<file path="src/hw/rtl/tcmm_pkg.sv">
package tcmm_pkg;

   localparam int unsigned DataWidth = 64;
   localparam int unsigned TypeWidth = 4;

   localparam logic [TypeWidth-1:0] TYPE_S8  = 4'd0;
   localparam logic [TypeWidth-1:0] TYPE_S16 = 4'd1;
   localparam logic [TypeWidth-1:0] TYPE_S32 = 4'd2;
   localparam logic [TypeWidth-1:0] TYPE_S64 = 4'd3;
   localparam logic [TypeWidth-1:0] TYPE_U8  = 4'd4;
   localparam logic [TypeWidth-1:0] TYPE_U16 = 4'd5;
   localparam logic [TypeWidth-1:0] TYPE_U32 = 4'd6;
   localparam logic [TypeWidth-1:0] TYPE_U64 = 4'd7;
   localparam logic [TypeWidth-1:0] TYPE_F16 = 4'd8;
   localparam logic [TypeWidth-1:0] TYPE_F32 = 4'd9;
   localparam logic [TypeWidth-1:0] TYPE_F64 = 4'd10;

   typedef struct packed {
      logic                 stats_present;
      logic [DataWidth-1:0] min_value;
      logic [DataWidth-1:0] max_value;
   } result_type;

   function automatic logic [DataWidth-1:0] width_mask(input logic [TypeWidth-1:0] t);
      logic [DataWidth-1:0] m;
      case (t)
         TYPE_S8, TYPE_U8:            m = 64'h0000_0000_0000_00FF;
         TYPE_S16, TYPE_U16, TYPE_F16: m = 64'h0000_0000_0000_FFFF;
         TYPE_S32, TYPE_U32, TYPE_F32: m = 64'h0000_0000_FFFF_FFFF;
         default:                     m = '1;
      endcase
      return m;
   endfunction

   // v must already be masked to the type width
   function automatic logic [DataWidth-1:0] order_key(input logic [DataWidth-1:0] v,
                                                      input logic [TypeWidth-1:0] t);
      logic [DataWidth-1:0] m;
      logic [DataWidth-1:0] s;
      logic [DataWidth-1:0] k;
      m = width_mask(t);
      s = m ^ (m >> 1);
      if (t <= TYPE_S64) begin
         k = v ^ s;
      end else if (t inside {[TYPE_F16:TYPE_F64]}) begin
         k = ((v & s) != '0) ? (~v & m) : (v | s);
      end else begin
         k = v;
      end
      return k;
   endfunction

endpackage

</file>
<file path="src/hw/rtl/tcmm_req_if.sv">
interface tcmm_req_if;
   logic                         valid;
   logic                         ready;
   logic [tcmm_pkg::DataWidth-1:0] elem_bits;
   logic                         last_elem;

   modport source (output valid, output elem_bits, output last_elem, input ready);
   modport sink   (input valid, input elem_bits, input last_elem, output ready);
endinterface

</file>
<file path="src/hw/rtl/tcmm_rsp_if.sv">
interface tcmm_rsp_if;
   logic                         valid;
   logic                         ready;
   logic                         stats_present;
   logic [tcmm_pkg::DataWidth-1:0] min_value;
   logic [tcmm_pkg::DataWidth-1:0] max_value;

   modport source (output valid, output stats_present, output min_value, output max_value,
                   input ready);
   modport sink   (input valid, input stats_present, input min_value, input max_value,
                   output ready);
endinterface

</file>
<file path="src/hw/rtl/tcmm_tracker.sv">
module tcmm_tracker (
   input  logic                             clock,
   input  logic                             reset,
   input  logic                             accept,
   input  logic [tcmm_pkg::TypeWidth-1:0]   elem_type,
   input  logic [tcmm_pkg::DataWidth-1:0]   elem_bits,
   input  logic                             last_elem,
   output tcmm_pkg::result_type             result
);

   logic [tcmm_pkg::DataWidth-1:0] run_min_ff, run_min_in;
   logic [tcmm_pkg::DataWidth-1:0] run_max_ff, run_max_in;
   logic                           open_ff, open_in;
   logic [tcmm_pkg::DataWidth-1:0] mask, v, rmin, rmax, k, kmin, kmax;
   logic                           known;

   always_comb begin
      mask  = tcmm_pkg::width_mask(elem_type);
      v     = elem_bits & mask;
      rmin  = run_min_ff & mask;
      rmax  = run_max_ff & mask;
      k     = tcmm_pkg::order_key(v, elem_type);
      kmin  = tcmm_pkg::order_key(rmin, elem_type);
      kmax  = tcmm_pkg::order_key(rmax, elem_type);
      known = (elem_type <= tcmm_pkg::TYPE_F64);

      if (!open_ff) begin
         run_min_in = v;
         run_max_in = v;
      end else begin
         run_min_in = (k < kmin) ? v : rmin;
         run_max_in = (k > kmax) ? v : rmax;
      end
      open_in = !last_elem;

      result.stats_present = known;
      result.min_value     = known ? run_min_in : '0;
      result.max_value     = known ? run_max_in : '0;
   end

   always_ff @(posedge clock) begin
      if (reset) begin
         open_ff <= 1'b0;
      end else if (accept) begin
         open_ff <= open_in;
      end
   end

   always_ff @(posedge clock) begin
      if (accept) begin
         run_min_ff <= run_min_in;
         run_max_ff <= run_max_in;
      end
   end

endmodule

</file>
<file path="src/hw/rtl/tcmm_out_buf.sv">
module tcmm_out_buf (
   input  logic                 clock,
   input  logic                 reset,
   input  logic                 push,
   input  tcmm_pkg::result_type push_word,
   output logic                 push_ready,
   output logic                 out_valid,
   output tcmm_pkg::result_type out_word,
   input  logic                 out_ready
);

   logic                 main_valid_ff, main_valid_in;
   logic                 skid_valid_ff, skid_valid_in;
   tcmm_pkg::result_type main_word_ff, main_word_in;
   tcmm_pkg::result_type skid_word_ff, skid_word_in;
   logic                 taken;

   assign push_ready = !skid_valid_ff;
   assign out_valid  = main_valid_ff;
   assign out_word   = main_word_ff;
   assign taken      = main_valid_ff && out_ready;

   always_comb begin
      main_valid_in = main_valid_ff;
      skid_valid_in = skid_valid_ff;
      main_word_in  = main_word_ff;
      skid_word_in  = skid_word_ff;
      if (taken) begin
         if (skid_valid_ff) begin
            main_word_in  = skid_word_ff;
            skid_valid_in = 1'b0;
         end else if (push) begin
            main_word_in = push_word;
         end else begin
            main_valid_in = 1'b0;
         end
      end else if (push) begin
         if (!main_valid_ff) begin
            main_valid_in = 1'b1;
            main_word_in  = push_word;
         end else begin
            skid_valid_in = 1'b1;
            skid_word_in  = push_word;
         end
      end
   end

   always_ff @(posedge clock) begin
      if (reset) begin
         main_valid_ff <= 1'b0;
         skid_valid_ff <= 1'b0;
      end else begin
         main_valid_ff <= main_valid_in;
         skid_valid_ff <= skid_valid_in;
      end
   end

   always_ff @(posedge clock) begin
      main_word_ff <= main_word_in;
      skid_word_ff <= skid_word_in;
   end

   a_skid_needs_main: assert property (@(posedge clock) disable iff (reset)
      skid_valid_ff |-> main_valid_ff)
      else $error("skid word held with empty output register");

   a_no_push_when_full: assert property (@(posedge clock) disable iff (reset)
      push |-> push_ready)
      else $error("word pushed into full output buffer");

   a_skid_drains: assert property (@(posedge clock) disable iff (reset)
      (skid_valid_ff && taken) |=> (main_valid_ff && !skid_valid_ff
                                    && main_word_ff == $past(skid_word_ff)))
      else $error("skid word not moved to output register");

endmodule

</file>
<file path="src/hw/rtl/typed_column_min_max.sv">
// Running min/max over a column block. One element word is taken per cycle; the
// compare and update of the running pair finish in the accepting cycle, and the
// result for the last element of a block is on rsp in the cycle after it is accepted
// when the output register is free. A two-word output buffer lets elements keep
// flowing while a result waits; the input stalls only when two results are pending.
// A type written through csr_wdata with a block open applies from the next element
// on, to the stored pair as well. An unknown type reports stats_present 0 with zeros.
module typed_column_min_max (
   input  logic                           clock,
   input  logic                           reset,
   input  logic                           csr_we,
   input  logic [tcmm_pkg::TypeWidth-1:0] csr_wdata,
   tcmm_req_if.sink                       req,
   tcmm_rsp_if.source                     rsp
);

   logic [tcmm_pkg::TypeWidth-1:0] elem_type_ff;
   logic                           accept;
   logic                           buf_ready;
   tcmm_pkg::result_type           result;
   tcmm_pkg::result_type           out_word;

   always_ff @(posedge clock) begin
      if (reset) begin
         elem_type_ff <= tcmm_pkg::TYPE_S8;
      end else if (csr_we) begin
         elem_type_ff <= csr_wdata;
      end
   end

   assign req.ready = buf_ready;
   assign accept    = req.valid && buf_ready;

   tcmm_tracker u_tracker (
      .clock     (clock),
      .reset     (reset),
      .accept    (accept),
      .elem_type (elem_type_ff),
      .elem_bits (req.elem_bits),
      .last_elem (req.last_elem),
      .result    (result)
   );

   tcmm_out_buf u_out_buf (
      .clock      (clock),
      .reset      (reset),
      .push       (accept && req.last_elem),
      .push_word  (result),
      .push_ready (buf_ready),
      .out_valid  (rsp.valid),
      .out_word   (out_word),
      .out_ready  (rsp.ready)
   );

   assign rsp.stats_present = out_word.stats_present;
   assign rsp.min_value     = out_word.min_value;
   assign rsp.max_value     = out_word.max_value;

endmodule
</file>
<file path="src/flat_wrapper.sv">
// flat-port wrapper written by rule: the top's interface ports become plain ports
module typed_column_min_max_flat 
  (clock, reset, csr_we, csr_wdata, req_valid, req_elem_bits, req_last_elem, req_ready, rsp_valid, rsp_stats_present, rsp_min_value, rsp_max_value, rsp_ready);
  tcmm_req_if req_i ();
  tcmm_rsp_if rsp_i ();
  input  logic clock;
  input  logic reset;
  input  logic csr_we;
  input  logic [tcmm_pkg::TypeWidth-1:0] csr_wdata;
  input wire logic [$bits(req_i.valid)-1:0] req_valid;
  input wire logic [$bits(req_i.elem_bits)-1:0] req_elem_bits;
  input wire logic [$bits(req_i.last_elem)-1:0] req_last_elem;
  output wire logic [$bits(req_i.ready)-1:0] req_ready;
  output wire logic [$bits(rsp_i.valid)-1:0] rsp_valid;
  output wire logic [$bits(rsp_i.stats_present)-1:0] rsp_stats_present;
  output wire logic [$bits(rsp_i.min_value)-1:0] rsp_min_value;
  output wire logic [$bits(rsp_i.max_value)-1:0] rsp_max_value;
  input wire logic [$bits(rsp_i.ready)-1:0] rsp_ready;
  assign req_i.valid = req_valid;
  assign req_i.elem_bits = req_elem_bits;
  assign req_i.last_elem = req_last_elem;
  assign req_ready = req_i.ready;
  assign rsp_valid = rsp_i.valid;
  assign rsp_stats_present = rsp_i.stats_present;
  assign rsp_min_value = rsp_i.min_value;
  assign rsp_max_value = rsp_i.max_value;
  assign rsp_i.ready = rsp_ready;
  typed_column_min_max u_core (.clock(clock), .reset(reset), .csr_we(csr_we), .csr_wdata(csr_wdata), .req(req_i), .rsp(rsp_i));
endmodule
</file>
<file path="config.mk">
export PLATFORM = sky130hd
export DESIGN_NAME = typed_column_min_max_flat
export DESIGN_NICKNAME = d
export VERILOG_FILES = /design/src/hw/rtl/tcmm_pkg.sv /design/src/hw/rtl/tcmm_req_if.sv /design/src/hw/rtl/tcmm_rsp_if.sv /design/src/hw/rtl/tcmm_tracker.sv /design/src/hw/rtl/tcmm_out_buf.sv /design/src/hw/rtl/typed_column_min_max.sv /design/src/flat_wrapper.sv
export SDC_FILE = /design/constraint.sdc
export NUM_CORES = 1
export LEC_CHECK = 0
export BUFFER_PORTS_ARGS = -buffer_cell sky130_fd_sc_hd__buf_4
export CORE_AREA = 2 2 243 245
export DETAILED_ROUTE_END_ITERATION = 10
export DIE_AREA = 0 0 245 247
export GPL_TIMING_DRIVEN = 0
export HOLD_SLACK_MARGIN = 0.15
export PLACE_DENSITY = 0.67
export SLEW_MARGIN = 5
export SYNTH_ARGS = -nofsm -noshare
export SYNTH_HDL_FRONTEND = slang
export SYNTH_HIERARCHICAL = 1
export SYNTH_SLANG_ARGS = --single-unit
</file>
<file path="constraint.sdc">
create_clock -name clock -period 17.6 [get_ports clock]
set_clock_uncertainty 0.2 [all_clocks]
set_input_delay 3.52 -clock clock [delete_from_list [all_inputs] [get_ports clock]]
set_output_delay 3.52 -clock clock [all_outputs]
set_load 0.05 [all_outputs]
</file>
==> results of run 1 <==
through the flow:
step,worst slack (ps),util [%],std cells
2_1_floorplan,6730,-,1989
3_3_place_gp,3880,44.8,2965
3_5_place_dp,7470,45.1,2973
4_1_cts,8040,47.6,3051
5_1_grt,7720,47.6,3051
6_report,8150,47.6,3051
routing by layer:
layer / up-vias / part of all wire [%] / track usage, %
met5: - / 0.090 / 0
met4: 8 / 2.7 / 5.99
met3: 106 / 5.3 / 3.95
met2: 409 / 49 / 34.9
met1: 7702 / 43 / 25.2
li1: 7598 / - / -
cell type report:
type,count,area (um^2)
fillers,5288,30500
flip-flops and latches,393,11700
multi-input cells,1457,11000
repair buffers,211,1700
clock buffers,52,1180
well taps,773,967
plain buffers,116,800
clock inverters,26,244
inverters,23,86.3
sequential cells by signal, indices dropped and copies added, names as in the netlist:
name / flops
u_core/elem_type_ff: 4
u_core/u_out_buf/out_valid: 1
u_core/u_out_buf/out_word: 129
u_core/u_out_buf/skid_valid_ff: 1
u_core/u_out_buf/skid_word_ff: 129
u_core/u_tracker/open_ff: 1
u_core/u_tracker/run_max_ff: 64
u_core/u_tracker/run_min_ff: 64
critical path, stage by stage:
cell      delay, ps
buf_4           110
nand2_1         160
inv_1            80
ha_1            200
or3_1           400
a31oi_2         450
nor2_1          180
buf_1           470
xnor2_1         290
nor2_1           90
ha_1            350
and4_1          260
nor4bb_1        500
nand4_1         410
nor4_1          290
a22oi_1         160
a31oi_1         200
buf_4           270
buf_8           260
buf_8           190
mux2i_1         300
nor2_1          110
mux2_4          270
power by group through the flow:
stage	registers (mW)	logic (mW)	clock network, mW
floorplan	1.18	0.297	0
global placement	1.13	0.490	0
detailed placement	1.13	0.503	0
CTS	1.11	0.506	0.937
global route	1.11	0.547	0.972
finish	1.11	0.505	0.913
cells in the mapped netlist, types with 5 or more instances:
cell type and instances:
edfxtp_1 386, nand2_1 379, nor2_1 189, mux2i_1 184
ha_1 143, xor2_1 113, mux2_4 110, xnor2_1 68
clkbuf_1 60, a21oi_1 39, mux2_2 24, inv_1 22
o21ai_0 22, a21o_1 21, nand4_1 21, and2_1 16
buf_4 16, a211oi_1 12, buf_12 11, buf_2 9
buf_6 9, mux2_1 9, o21a_1 9, dfxtp_1 7
nor3_1 7, and3_1 6, and4_1 6, buf_1 6
nand3_1 6, o221ai_1 6, nand2b_1 5, o211ai_1 5
logic make-up after synthesis:
| family | Yosys count |
|---|---|
| AOI/OAI and AO/OA | 152 |
| xor gates and xnor gates | 181 |
| adders and majority gates | 143 |
| buffers and inverters | 139 |
| DFF | 393 |
| muxes | 327 |
| and+or+nand+nor | 654 |
worst min-delay path by stage:
stage          slack [ps]                             to  cells after the start                              start
3_5_place_dp          330  u_core/u_out_buf/out_word[80]                      1  u_core/u_out_buf/skid_word_ff[80]
5_1_grt               350  u_core/u_out_buf/out_word[96]                      1  u_core/u_out_buf/skid_word_ff[96]
2_1_floorplan         250         u_core/elem_type_ff[0]                      2             u_core/elem_type_ff[0]
4_1_cts               330  u_core/u_out_buf/out_word[19]                      1  u_core/u_out_buf/skid_word_ff[19]
6_report              340  u_core/u_out_buf/out_word[19]                      1  u_core/u_out_buf/skid_word_ff[19]
3_3_place_gp          330  u_core/u_out_buf/out_word[27]                      1  u_core/u_out_buf/skid_word_ff[27]
==> out/metrics.cfg, run 1 <==
[power_and_ir_drop]
clockPowerShare_pct=36.2
p_comb_share_pct=20.0
switchingPower_uw=708
ir_worst_vdd_mv=0.0582
p_total_mw=2.53
p_int_mw=1.82
seqPwrFrac_pct=43.8
leakage_nw=11.5
power_switching_share_pct=28.0
p_per_area_nw_per_um2=91.2

[yosys]
synth_top_family_by_area=multiplexers
ys_types=66
synth_xor_xnor_area_share_pct=6.72
syn_area_um2=23600
ys_seq_elements=393
synth.area.top_cells=edfxtp_1 49%, mux2i_1 7.8%, ha_1 7.6%
synth-edff-count=386
synth-simple-area-share_pct=11.4
synth-adder-area-share_pct=7.58
synth.mux.area_fraction_pct=16.4
synthFlopType=edfxtp_1
synth_warnings=6
synth.avg_cell_area_um2=11.9
syn-num-nets=2206
synth-compound-area-share_pct=4.45
yosysSeqAreaShare_pct=49.7
yosysTopAreaCellShare_pct=49.1
async_flop_share_pct=0
netlist_instances=1989
yosys.area.top_type=edfxtp_1

[detailed_routing]
wl_per_cell_um=20.3
ant_nets=0
drc=0
wl_mm=62.0
viasPerCell=5.19
drt_pass1_iterations=7
vias=15800
drtIter0Drc=1022

[setup_path]
path_class=primary input to flip-flop
crit_fanout=10
r2r_setup_slack_ps=9160
end_kind=flip-flop
critPathLaunch=req_elem_bits[15]
r2r-start=u_core/elem_type_ff[2]
critPathCapture=u_core/u_out_buf/out_word[101]
critPathArrivalTime_ps=9560
rr_worst_depth=27
r2r_end=u_core/u_out_buf/out_word[101]
required_ps=17710
start_kind=primary input

[cts]
clock_path_buffers=3
htreeDepth=2
clk_latency_ps=570
tritoncts=yes
cts_sinks=393
clkTransAtPathRegs_ps=60
cts_made_buffers=44
postCtsSetupRepairBufs=0
clockRootBuffer=clkbuf_16
postCtsResizedCells=0
hold_buffers=0

[final_layout]
mostFrequentLayoutCells=386 x edfxtp_1, 379 x nand2_1, 219 x buf_4
synthToLayoutAreaGrowth_pct=17.4
nNetsFinal=2463
num_antenna_cells=0
final_common_cell=edfxtp_1
final_layout_size_suffix_gt1_share_pct=20.7
stdcell_area_um2=27700

[placed_design]
gp_congestion=0.885
placed_area_um2=26300
dp_hpwl_mm=46.4
portBuffers=203

[sta]
tightest_slew_ps=1140
fmax_mhz=106
setup_tns_ps=0
whs_ps=345
hold_viol=0
slew_headroom_pct=23.9
maxSlewViolCount=0
setup_violations=0
rsz0062_at_grt=no
fin_crit_sh_pct=53.7
min_period_ps=9450

[floorplan]
io_pins=205
start_util_pct=40.5
row_count=89
dieArea_um2=60500
dieHeight_um=247
die-width_um=245
core_um2=58200

[outcome]
status=completed

[hold_path]
hold_path_class=flip-flop to flip-flop

[flow_run]
maxCapViolations=0

[grt]
antenna_found_initial=4
grt_pass1_wl_mm=93.3
grt_start_max_net_pins=51
grtUsageTotal_pct=20.1
grt_pass1_vias=16200
grt-ovfl-total=0

(Power assumes the default switching activity.)
==> run 2: changes to the inputs <==
Settings changed: ABC_AREA set to 1, CORE_AREA 2 2 243 245 to 2 2 248 250, DIE_AREA 0 0 245 247 to 0 0 250 252.
Clock period 17.6 ns to 8.7 ns, I/O delays scaled along.
==> run 2 against run 1 <==
  * Worst hold slack got worse by 12 ps
  * Cell count grew 24%
  * Sequential share of layout area is 1.3 points lower
  * Die area grew 4.1%
  * Non-clock buffer count grew 35
  * Critical path depth grew 7
  * Combinational power grew to 3.0 times the previous value
  * First-iteration DRC count up 68%
  * Flip-flop and latch count did not move
  * Synthesized cell count up 37%
  * Register-to-register slack lost 8500 ps
  * Clock power grew 120%
  * Critical path type is now flip-flop to flip-flop
  * Critical endpoint is now u_core/u_out_buf/out_word[29]
  * Largest cell class unchanged
==> out/metrics.cfg, run 2 <==
[outcome]
status=completed

[cts]
postCtsSetupRepairBufs=0
postCtsResizedCells=0
clk_latency_ps=590
tritoncts=yes
hold_buffers=0
cts_made_buffers=46
cts_sinks=393
clock_path_buffers=3
htreeDepth=2
clockRootBuffer=clkbuf_16
clkTransAtPathRegs_ps=60

[floorplan]
core_um2=60100
start_util_pct=40.6
dieHeight_um=252
io_pins=205
dieArea_um2=63000
row_count=90
die-width_um=250

[final_layout]
ff_latch_area_um2=11700
final_cells=3794
synthToLayoutAreaGrowth_pct=17.2
n_fill_cell=5844
final_common_cell=nand2_1
final_layout_size_suffix_gt1_share_pct=20.5
nNetsFinal=3191
mostFrequentLayoutCells=531 x nand2_1, 424 x inv_1, 386 x edfxtp_1
multi_input_area_um2=10200

[sta]
setup_tns_ps=0
slew_headroom_pct=5.88
tightest_slew_ps=1410
fmax_mhz=124
rsz0062_at_grt=no
hold_viol=0
maxSlewViolCount=0
fin_crit_sh_pct=92.4
min_period_ps=8040
final.setup.worst_slack_ps=659
setup_violations=0

[detailed_routing]
ant_nets=0
wl_mm=69.9
viasPerCell=5.12
drc=0
wl_per_cell_um=18.4
vias=19400
drt_pass1_iterations=6
drtIter0Drc=1714

[yosys]
synth-simple-area-share_pct=19.3
synth.area.top_cells=edfxtp_1 47%, nand2_1 8.2%, ha_1 7.3%
synthFlopType=edfxtp_1
netlist_instances=2717
synth-edff-count=386
syn_area_um2=24400
synth_top_family_by_area=simple AND/OR/NAND/NOR gates
synth.avg_cell_area_um2=8.99
synth_most_common_cell=nand2_1
syn-num-nets=2934
synth_warnings=6
synth-adder-area-share_pct=7.33
ys_seq_elements=393
yosysSeqAreaShare_pct=48.0
synth_xor_xnor_area_share_pct=1.26
yosys.area.top_type=edfxtp_1
synthTopCellsByCount=531 x nand2_1, 426 x inv_1, 386 x edfxtp_1
synth.mux.area_fraction_pct=0
yosysTopAreaCellShare_pct=47.5
ys_types=51
async_flop_share_pct=0
synth-compound-area-share_pct=13.7

[power_and_ir_drop]
ir_worst_vdd_mv=0.136
p_per_area_nw_per_um2=203
leakage_nw=12.8

[setup_path]
critPathArrivalTime_ps=8270
required_ps=8930
r2r_setup_slack_ps=660
crit_fanout=10
max_stage_delay_ps=570
cpMostUsedCell=nand2_1
start_kind=flip-flop
end_kind=flip-flop
critPathTopFamily=simple AND/OR/NAND/NOR gates
path_buf_inv=9
path_class=flip-flop to flip-flop
slowest_stage=clkbuf_1

[placed_design]
pre_cts_slack_ps=236
dp_hpwl_mm=52.1
gp_congestion=0.956
post-place-cells=3708
portBuffers=203

[hold_path]
hold_path_class=flip-flop to flip-flop

[grt]
grt_pass1_wl_mm=108
grt-ovfl-total=0
grt_pass1_vias=18800
grtUsageTotal_pct=22.1
antenna_found_initial=4
grt_start_max_net_pins=84

[flow_run]
maxCapViolations=0

## run 2: changes by cell type after synthesis, moves of 110 or more
cell / previous run / this run
inv_1: 22 / 426
a21oi_1: 39 / 223
mux2i_1: 184 / 0
o21ai_0: 22 / 181
nand2_1: 379 / 531
mux2_4: 110 / 0
## run 2: kinds of logic (layout without fill, tap and decap cells)
group	Yosys count	count (layout)
xor+xnor	35	35
compound gates	568	568
fa+ha+maj	143	143
other cells	0	1
buf+inv	586	880
simple gates	992	992
flops	393	393
## run 2: final timing paths
check                                   to                   start  depth (start not counted)
min reg2reg         u_core/elem_type_ff[0]  u_core/elem_type_ff[0]                          2
max          u_core/u_out_buf/out_word[29]  u_core/elem_type_ff[3]                         30
min                 u_core/elem_type_ff[0]  u_core/elem_type_ff[0]                          2
max reg2reg  u_core/u_out_buf/out_word[29]  u_core/elem_type_ff[3]                         30
## run 2: through the flow
stage          cell area (um^2)  util, %  power [mW]  hold slack, ps
4_1_cts                   28600     47.6        5.85             343
3_5_place_dp              27100     45.0        3.87             336
6_report                  28600     47.6        5.82             333
5_1_grt                   28600     47.6        6.09             362
3_3_place_gp              26900     44.8        3.86             334
2_1_floorplan             24400        -        3.42             263
## run 2: power by group
group	internal (mW)	switching (mW)	total [mW]
sequential	2.27	0.0571	2.32
combinational	0.487	1.04	1.53
clock	1.16	0.804	1.97
total	3.91	1.90	5.82
## run 2: cell type report
cell class	instances	area share [%]
flip-flops and latches	393	41.0
multi-input cells	1738	35.5
repair buffers	209	5.80
inverters	433	5.71
clock buffers	58	4.47
well taps	782	3.42
plain buffers	153	3.19
clock inverters	27	0.870
diodes	1	0.00874
## run 2: metal layers
layer,vias up,global-route usage (%),wire length (um)
li1,9562,-,-
met1,9032,29.9,30800
met2,665,35.0,31600
met3,145,3.59,4780
met4,6,9.55,2770
met5,-,0,34
## run 2: tightest hold or removal path: cells and delay by family, from the launching register on
kind | cells | cell delay (ps)
flops | 1 | 350
simple gates | 2 | 150
